[src/design/piecewise_linear_interpolator_unit_defines.svh]
// Assertion macros shared by the interpolator modules.
// No dependencies; included by pli_ctrl and pli_datapath.
`ifndef PIECEWISE_LINEAR_INTERPOLATOR_UNIT_DEFINES_SVH
`define PIECEWISE_LINEAR_INTERPOLATOR_UNIT_DEFINES_SVH

// Same-cycle implication, disabled while reset is asserted.
`define PLI_ASSERT_IMPLY(label, clk, rst_n, ante, cons, msg) \
	label: assert property (@(posedge clk) disable iff (!rst_n) (ante) |-> (cons)) \
		else $error(msg);

// Next-cycle implication, disabled while reset is asserted.
`define PLI_ASSERT_NEXT(label, clk, rst_n, ante, cons, msg) \
	label: assert property (@(posedge clk) disable iff (!rst_n) (ante) |=> (cons)) \
		else $error(msg);

`endif

[src/design/pli_pkg.sv]
// Shared types and constants for the piecewise linear interpolator.
// No dependencies; used by pli_ctrl, pli_datapath and the top level.
package pli_pkg;

	localparam int DEPTH_DEF = 64;

	localparam int CFG_IDX_W  = 2;
	localparam int CFG_DATA_W = 7;

	localparam logic [CFG_IDX_W-1:0] REG_DESCENDING  = 2'd0;
	localparam logic [CFG_IDX_W-1:0] REG_POINT_COUNT = 2'd1;

	localparam logic CMD_WRITE = 1'b0;
	localparam logic CMD_QUERY = 1'b1;

	// one quotient bit per step over the full 64-bit product
	localparam int DIV_STEPS = 64;
	localparam int DIV_CW    = $clog2(DIV_STEPS);

	typedef enum logic [1:0] {
		ST_OK         = 2'd0,
		ST_EMPTY      = 2'd1,
		ST_ZERO_WIDTH = 2'd2,
		ST_SAT        = 2'd3
	} status_t;

	typedef enum logic [1:0] {
		RES_EMPTY   = 2'd0,
		RES_F1_OK   = 2'd1,
		RES_F1_ZW   = 2'd2,
		RES_CALC    = 2'd3
	} res_sel_t;

	typedef struct packed {
		logic     descending;
		logic     wr_en;
		logic     load_t;
		logic     cap_last;
		logic     scan_step;
		logic     cap_seg1;
		logic     cap_seg2;
		logic     diff;
		logic     absval;
		logic     mul;
		logic     div_step;
		logic     res_load;
		res_sel_t res_sel;
	} dp_cmd_t;

	typedef struct packed {
		logic first_hit;
		logic last_hit;
		logic bracket;
		logic zero_width;
	} dp_stat_t;

endpackage

[src/design/pli_ctrl.sv]
// Controller: configuration registers, query sequencer and done strobe.
// Depends on pli_pkg and the assertion macro header.
`include "piecewise_linear_interpolator_unit_defines.svh"

module pli_ctrl #(
	parameter int DEPTH = pli_pkg::DEPTH_DEF
) (
	input  logic                               clk,
	input  logic                               arst_n,
	input  logic                               start,
	output logic                               busy,
	output logic                               done,
	input  logic                               command,
	input  logic                               cfg_valid,
	output logic                               cfg_ready,
	input  logic [pli_pkg::CFG_IDX_W-1:0]      cfg_index,
	input  logic [pli_pkg::CFG_DATA_W-1:0]     cfg_data,
	input  pli_pkg::dp_stat_t                  stat,
	output pli_pkg::dp_cmd_t                   cmd,
	output logic [$clog2(DEPTH)-1:0]           rd_addr
);
	import pli_pkg::*;

	localparam int AW = $clog2(DEPTH);
	localparam int NW = $clog2(DEPTH + 1);

	typedef enum logic [3:0] {
		S_IDLE, S_LAST, S_FIRST, S_SCAN, S_SEG1, S_SEG2, S_SEG3,
		S_DIFF, S_ABS, S_MUL, S_DIV, S_FIN
	} state_t;

	state_t                  state_q;
	logic                    desc_q;
	logic [CFG_DATA_W-1:0]   count_q;
	logic [AW-1:0]           j_q, k_q;
	logic [DIV_CW-1:0]       cnt_q;
	logic                    done_q;

	logic [NW-1:0] n, n_m1, n_m2;
	logic          accept, single;

	assign cfg_ready = 1'b1;
	assign busy      = (state_q != S_IDLE);
	assign done      = done_q;
	assign accept    = start && !busy;

	// clamp the programmed count to the table depth
	assign n      = (32'(count_q) > DEPTH) ? NW'(DEPTH) : NW'(count_q);
	assign n_m1   = n - NW'(1);
	assign n_m2   = n - NW'(2);
	assign single = (n == NW'(1));

	always_comb begin
		cmd            = '0;
		cmd.descending = desc_q;
		rd_addr        = '0;
		unique case (state_q)
			S_IDLE: begin
				if (accept && command == CMD_WRITE) begin
					cmd.wr_en = 1'b1;
				end else if (accept) begin
					cmd.load_t = 1'b1;
					if (n == '0) begin
						cmd.res_load = 1'b1;
						cmd.res_sel  = RES_EMPTY;
					end
				end
			end
			S_LAST:  rd_addr = AW'(n_m1);
			S_FIRST: cmd.cap_last = 1'b1;
			S_SCAN: begin
				rd_addr       = j_q + AW'(1);
				cmd.scan_step = 1'b1;
			end
			S_SEG1: rd_addr = k_q;
			S_SEG2: begin
				rd_addr      = k_q + AW'(1);
				cmd.cap_seg1 = 1'b1;
			end
			S_SEG3: begin
				cmd.cap_seg2 = 1'b1;
				if (single) begin
					cmd.res_load = 1'b1;
					cmd.res_sel  = RES_F1_OK;
				end
			end
			S_DIFF: cmd.diff = 1'b1;
			S_ABS: begin
				if (stat.zero_width) begin
					cmd.res_load = 1'b1;
					cmd.res_sel  = RES_F1_ZW;
				end else begin
					cmd.absval = 1'b1;
				end
			end
			S_MUL: cmd.mul = 1'b1;
			S_DIV: cmd.div_step = 1'b1;
			S_FIN: begin
				cmd.res_load = 1'b1;
				cmd.res_sel  = RES_CALC;
			end
			default: ;
		endcase
	end

	always_ff @(posedge clk or negedge arst_n) begin
		if (!arst_n) begin
			state_q <= S_IDLE;
			desc_q  <= 1'b0;
			count_q <= '0;
			j_q     <= '0;
			k_q     <= '0;
			cnt_q   <= '0;
			done_q  <= 1'b0;
		end else begin
			done_q <= cmd.res_load;
			if (cfg_valid && cfg_ready) begin
				unique case (cfg_index)
					REG_DESCENDING:  desc_q  <= cfg_data[0];
					REG_POINT_COUNT: count_q <= cfg_data;
					default: ;
				endcase
			end
			unique case (state_q)
				S_IDLE: begin
					if (accept && command == CMD_QUERY) begin
						if (single) begin
							k_q     <= '0;
							state_q <= S_SEG1;
						end else if (n != '0) begin
							state_q <= S_LAST;
						end
					end
				end
				S_LAST: state_q <= S_FIRST;
				S_FIRST: begin
					j_q     <= '0;
					state_q <= S_SCAN;
				end
				S_SCAN: begin
					if (j_q == '0) begin
						if (stat.first_hit) begin
							k_q     <= '0;
							state_q <= S_SEG1;
						end else if (stat.last_hit) begin
							k_q     <= AW'(n_m2);
							state_q <= S_SEG1;
						end else begin
							j_q <= j_q + AW'(1);
						end
					end else if (stat.bracket) begin
						k_q     <= j_q - AW'(1);
						state_q <= S_SEG1;
					end else if (NW'(j_q) == n_m1) begin
						// nothing brackets the target: fall back to segment 0
						k_q     <= '0;
						state_q <= S_SEG1;
					end else begin
						j_q <= j_q + AW'(1);
					end
				end
				S_SEG1: state_q <= S_SEG2;
				S_SEG2: state_q <= S_SEG3;
				S_SEG3: state_q <= single ? S_IDLE : S_DIFF;
				S_DIFF: state_q <= S_ABS;
				S_ABS:  state_q <= stat.zero_width ? S_IDLE : S_MUL;
				S_MUL: begin
					cnt_q   <= DIV_CW'(DIV_STEPS - 1);
					state_q <= S_DIV;
				end
				S_DIV: begin
					if (cnt_q == '0) begin
						state_q <= S_FIN;
					end else begin
						cnt_q <= cnt_q - DIV_CW'(1);
					end
				end
				S_FIN: state_q <= S_IDLE;
				default: state_q <= S_IDLE;
			endcase
		end
	end

	`PLI_ASSERT_IMPLY(a_done_idle, clk, arst_n, done, !busy, "done strobe while still busy")
	`PLI_ASSERT_NEXT(a_write_silent, clk, arst_n, accept && command == CMD_WRITE, !done, "write word produced a result")
	`PLI_ASSERT_NEXT(a_query_starts, clk, arst_n, accept && command == CMD_QUERY, busy || done, "query word neither started nor answered")

endmodule
[config.mk]
export PLATFORM = sky130hd
export DESIGN_NAME = pli_ctrl
export DESIGN_NICKNAME = d
export VERILOG_FILES = /design/src/design/pli_pkg.sv /design/src/design/pli_ctrl.sv
export VERILOG_INCLUDE_DIRS = /design/src /design/src/design
export SDC_FILE = /design/constraint.sdc
export NUM_CORES = 1
export LEC_CHECK = 0
export ABC_AREA = 1
export ABC_CLOCK_PERIOD_IN_PS = 4700
export BUFFER_PORTS_ARGS = -buffer_cell sky130_fd_sc_hd__buf_4
export CAP_MARGIN = 15
export CORE_UTILIZATION = 54
export CTS_CLUSTER_SIZE = 12
export DETAILED_ROUTE_END_ITERATION = 8
export PLACE_DENSITY = 0.83
export SYNTH_ARGS = -nofsm -noshare
export SYNTH_HDL_FRONTEND = slang
export SYNTH_SLANG_ARGS = --single-unit
[constraint.sdc]
create_clock -name clk -period 4.7 [get_ports clk]
set_input_delay 0.94 -clock clk [delete_from_list [all_inputs] [get_ports clk]]
set_output_delay 0.94 -clock clk [all_outputs]
set_load 0.03 [all_outputs]
Yosys cells after proc, flatten, opt, wreduce, memory -nomap -nowiden. Cells that the tools add are included. W data, S select, Z words.

Bits in registers: 31. Latch bits: 0. Bits in writable memories: 0. Memory bits (read-only): 0. Input port bits: 18. Output and inout bits: 23. Word-level logic and storage cells: 109. Memories: 0.

$add $sub $neg: 6. Multipliers: 0. Divide/modulo/power cells: 0. Magnitude comparators: 1. Equality and inequality tests: 25. Shifts and indexed selects: 0. Multiplexer cells: 49. Bitwise logic cells: 1. Reductions and logical operators: 20.

Operators with widths (count): $mux W6 (13); $pmux W4 S11 (1); $mux W4 (10); $pmux W6 S2 (3); $pmux W6 S4 (1); $mux W3 (6); $eq A4 B3 Y1 const B (4); $eq A4 B4 Y1 const B (4); $ne A3 B3 Y1 const B (5); $reduce_and A5 Y1 (3); $add A6 B1 Y6 const B (2); $logic_not A6 Y1 (2); $mux W1 (12); $pmux W3 S4 (1); $sub A6 B1 Y6 const B (2); $eq A4 B2 Y1 const B (2); $ne A2 B2 Y1 const B (4); $ne A4 B4 Y1 const B (2); $eq A6 B7 Y1 (1); $eq A7 B1 Y1 const B (1); $gt A7 B7 Y1 const B (1); $logic_not A7 Y1 (1); $mux W7 (1); $reduce_bool A7 Y1 (1); 13 further kinds (19).

Depth between registers and ports, before layout.
Depth after elaboration: 8. Gate-level depth with buffers: 18. Gate-level depth less buffers: 18.

Least setup slack after synthesis. Ideal clock, no wire load.

Kind: reg-to-output. Start: register count_q[3]. End: output port rd_addr[5]. Arrival: 1.931 ns. Required time: 3.760 ns. Setup slack: 1.829 ns. Stages on the path, launching flop included: 11. Buffers on the path: 0. Path through: dfrtp_1 nor2_1 nand3_1 nand2_2 nand2_1 ha_1 nand3_2 clkinv_1 nand3_1 nand2_1 o221ai_1.

Cells in the longest elaborated chain, start to end: 4.

RTL lines: start, declared (RTL line pli_ctrl.sv:34) `logic [CFG_DATA_W-1:0] count_q;`; start signal, assigned (RTL line pli_ctrl.sv:120) `REG_POINT_COUNT: count_q <= cfg_data;`; $gt A7 B7 Y1 (RTL line pli_ctrl.sv:48) `assign n = (32'(count_q) > DEPTH) ? NW'(DEPTH) : NW'(count_q);`; $mux W7 (*) (RTL line pli_ctrl.sv:48); $sub A7 B1 Y7 (*) (RTL line pli_ctrl.sv:49) `assign n_m1 = n - NW'(1);`; $pmux W6 S4 (*) (RTL line pli_ctrl.sv:57) `unique case (state_q)`; end, declared (RTL line pli_ctrl.sv:20) `output logic [$clog2(DEPTH)-1:0] rd_addr`.

Mark *: on every way between the ends. The rest lies on a longest branch, timed or not.

Final worst setup path. Same ends and word-level chain as after synthesis.

==> impl_metrics.py <==
metrics = {
    "cells_and_area": {
        "num-nets-final": 425,
        "drive_gt1_share_pct": 17.6,
        "num-fill-cells": 402,
        "area_growth_pct": 18.9,
        "insertedDiodeCount": 0,
        "final_cell_area_sq_um": 2890,
    },
    "floorplan": {
        "num_io_pins": 41,
        "core_sq_um": 4320,
        "dieHeight_um": 69.0,
        "die-width_um": 69.0,
        "placementRows": 24,
        "die-area_sq_um": 4760,
        "initial_standard_cell_utilization_of_the_core_pct": 56.1,
    },
    "synthesis": {
        "yosys_warnings": 0,
        "number_of_distinct_library_cell_variants_in_the_gate_level_netlist_after_synthesis": 38,
        "synth.avg_cell_area_sq_um": 6.87,
        "post_synth_edffs": 0,
        "post_synth_inst_count": 353,
        "synth.ff_latch_count": 31,
        "postSynthNetCount": 382,
        "post_synth_instance_area_sq_um": 2430,
        "synth_ff_type": "dfrtp_1",
        "synth-async-reset-ratio_pct": 100,
        "ys_seq_area_share_pct": 32.0,
    },
    "timing": {
        "grt_setup_unrepaired": "false",
        "fin_skew_ns": 0.00904,
        "hold_viol_final": 0,
        "timing.final.setup_violations": 0,
        "setup_tns_ns": 0,
        "fmax_mhz": 316,
        "worst_pin_slew_ns": 0.567,
        "post_layout_minimum_cycle_time_ns": 3.16,
        "worst_slew_margin_rel_pct": 61.7,
        "maxSlewViolCount": 0,
        "fin_crit_sh_pct": 67.2,
    },
    "worst_setup_path": {
        "path_class": "register to output port",
        "flop2flop_setup_slack_ns": 2.18,
        "worst-path-max-fanout": 6,
        "reg2reg_from": "count_q[3]",
        "critPathLaunchType": "register",
        "critical_path.endpoint_type": "output port",
        "worstRegToRegCells": 15,
        "r2r_end": "k_q[4]",
        "critPathArrivalTime_ns": 2.22,
        "cp.required_ns": 3.76,
    },
    "cts": {
        "cts.sinks": 31,
        "clockRootBuffer": "clkbuf_8",
        "cts_hold_repair.buffers": 0,
        "cts_repair_resizes": 0,
        "path_clk_slew_ns": 0.07,
        "ctsLongestPathBuffers": 2,
        "htree_levels": 2,
        "tritoncts": "yes",
        "worstSkewPairLatency_ns": 0.29,
        "cts_post_setup_buffers_inserted": 0,
        "cts-buffers-inserted": 5,
    },
    "detailed_routing": {
        "post_drt_wl_per_cell_um": 13.5,
        "drc_errors": 0,
        "postRouteWirelength_mm": 6.05,
        "vias": 2455,
        "detailedRoute.firstPassIterationCount": 5,
        "vias_per_cell": 5.47,
        "first_iter_violations": 156,
        "postRouteAntennaNets": 0,
    },
    "grt": {
        "grt.total_usage_pct": 27.2,
        "wire_length_of_the_first_global_routing_pass_mm": 10.5,
        "globalRouteMet3Util_pct": 5.12,
        "vias_in_the_first_global_route": 2396,
        "gr-usage-met2_pct": 45.8,
        "pin_count_of_the_biggest_net_entering_global_routing": 32,
        "grt_most_used_layer": "met2",
        "globalRouteOverflowTotal": 0,
        "antenna_found_initial": 0,
        "grtUsageMet1_pct": 34.4,
    },
    "pwr": {
        "leakage_nw": 1.54,
        "ir_worst_vdd_mv": 0.302,
        "pwr_density_cell_nw_per_um2": 577,
    },
    "min_path": {
        "hold-path-endpoint": "k_q[3]",
        "worst_hold_path.num_cells": 2,
        "holdCritPathClass": "register to register",
        "worst_hold_startpoint": "k_q[3]",
    },
    "placed_design": {
        "placed_instance_area_sq_um": 2770,
        "dpl.hpwl_mm": 4.77,
        "place.port_buffers": 39,
        "gp_routability_congestion": 0.930,
    },
    "run_status": {
        "status": "completed",
    },
    "run": {
        "drv_cap": 0,
    },
}
report_power, final:
part,leakage [nW],switching [mW],internal [mW]
Combinational,1.09,0.626,0.321
Clock,0.0612,0.109,0.172
Sequential,0.393,0.0849,0.352
Total,1.54,0.820,0.845
cells in the mapped netlist (all sizes together) (2+ instances only):
cell type / n / area, sq um
nand3: 45 / 235
dfrtp: 31 / 776
ha: 11 / 138
nand2: 93 / 379
buf: 3 / 20.0
nand3b: 3 / 35.0
nand4: 3 / 18.8
a21oi: 16 / 80.1
o2111ai: 4 / 35.0
or2: 2 / 12.5
mux2: 4 / 45.0
nor2: 51 / 196
nor3: 9 / 45.0
inv: 44 / 165
xor2: 7 / 68.8
a31oi: 2 / 12.5
o21ai: 13 / 68.8
flip-flops by register name (all words and copies together) (netlist names):
signal / flops
k_q: 6
count_q: 7
cnt_q: 6
done: 1
state_q: 4
j_q: 6
desc_q: 1
how the worst max path moves through the flow:
stage	endpoint	from	slack, ns	depth (start not counted)
after floorplan	rd_addr[5]	count_q[3]	1.83	10
after global placement	rd_addr[5]	count_q[3]	1.92	11
after detailed placement	rd_addr[5]	count_q[3]	1.85	11
after CTS	rd_addr[5]	count_q[3]	1.52	11
after global routing	rd_addr[3]	count_q[3]	1.38	10
final	rd_addr[5]	count_q[3]	1.54	11
cells by family (layout without fill, tap and decap cells):
group           Yosys count  after routing  synth area share (%)
compound gates           41             41                  10.1
xor+xnor                  8              8                  3.76
fa+ha+maj                11             11                  5.67
buf+inv                  49             93                  7.94
flops                    31             31                  32.0
mux                       4              4                  1.86
other cells               1              1                 0.155
simple gates            208            208                  38.6
per-layer routing:
metal  wire [um]  vias to the layer above
met2        2940                       64
li1            -                     1238
met3         306                       14
met1        2690                     1139
met5           0                        -
met4         123                        0
stage by stage:
| stage | instances | total power, mW | hold slack [ns] | util, % | setup WS, ns |
|---|---|---|---|---|---|
| floorplan | 353 | 1.11 | 0.464 | - | 1.83 |
| global placement | 441 | 1.36 | 0.491 | 64.0 | 1.92 |
| detailed placement | 441 | 1.38 | 0.507 | 64.0 | 1.85 |
| CTS | 449 | 1.66 | 0.523 | 66.7 | 1.52 |
| global route | 449 | 1.79 | 0.577 | 66.7 | 1.38 |
| finish | 449 | 1.66 | 0.526 | 66.7 | 1.54 |
cell usage in the layout (no fill, tap or decap), drive strengths merged, types with 2 or more instances in the layout:
cell	synthesis	routed
nor3	9	9
o21ai	13	13
mux2	4	4
nand4	3	3
xor2	7	7
a21oi	16	16
inv	44	44
clkinv	1	2
buf	3	40
dfrtp	31	31
clkbuf	1	6
nand3b	3	3
o2111ai	4	4
ha	11	11
nor2	51	51
nand3	45	45
or2	2	2
a31oi	2	2
nand2	93	93
final cells by class:
| class | count | area [sq um] | area share [%] |
|---|---|---|---|
| multi-input combinational | 273 | 1460 | 50.5 |
| sequential | 31 | 776 | 26.9 |
| timing repair buffer | 40 | 300 | 10.4 |
| inverter | 45 | 169 | 5.85 |
| clock buffer | 6 | 82.6 | 2.86 |
| tap | 52 | 65.1 | 2.25 |
| clock inverter | 2 | 35.0 | 1.21 |
critical path, stage by stage (launching register included):
cell and delay (ns):
dfrtp_1 0.42, nor2_1 0.16, nand3_1 0.11, nand2_2 0.13
nand2_1 0.11, ha_1 0.26, nand3_2 0.10, clkinv_1 0.08
nand3_1 0.10, nand2_1 0.09, o221ai_1 0.16, buf_4 0.19
Note: power is estimated with default switching activity, not from simulation.
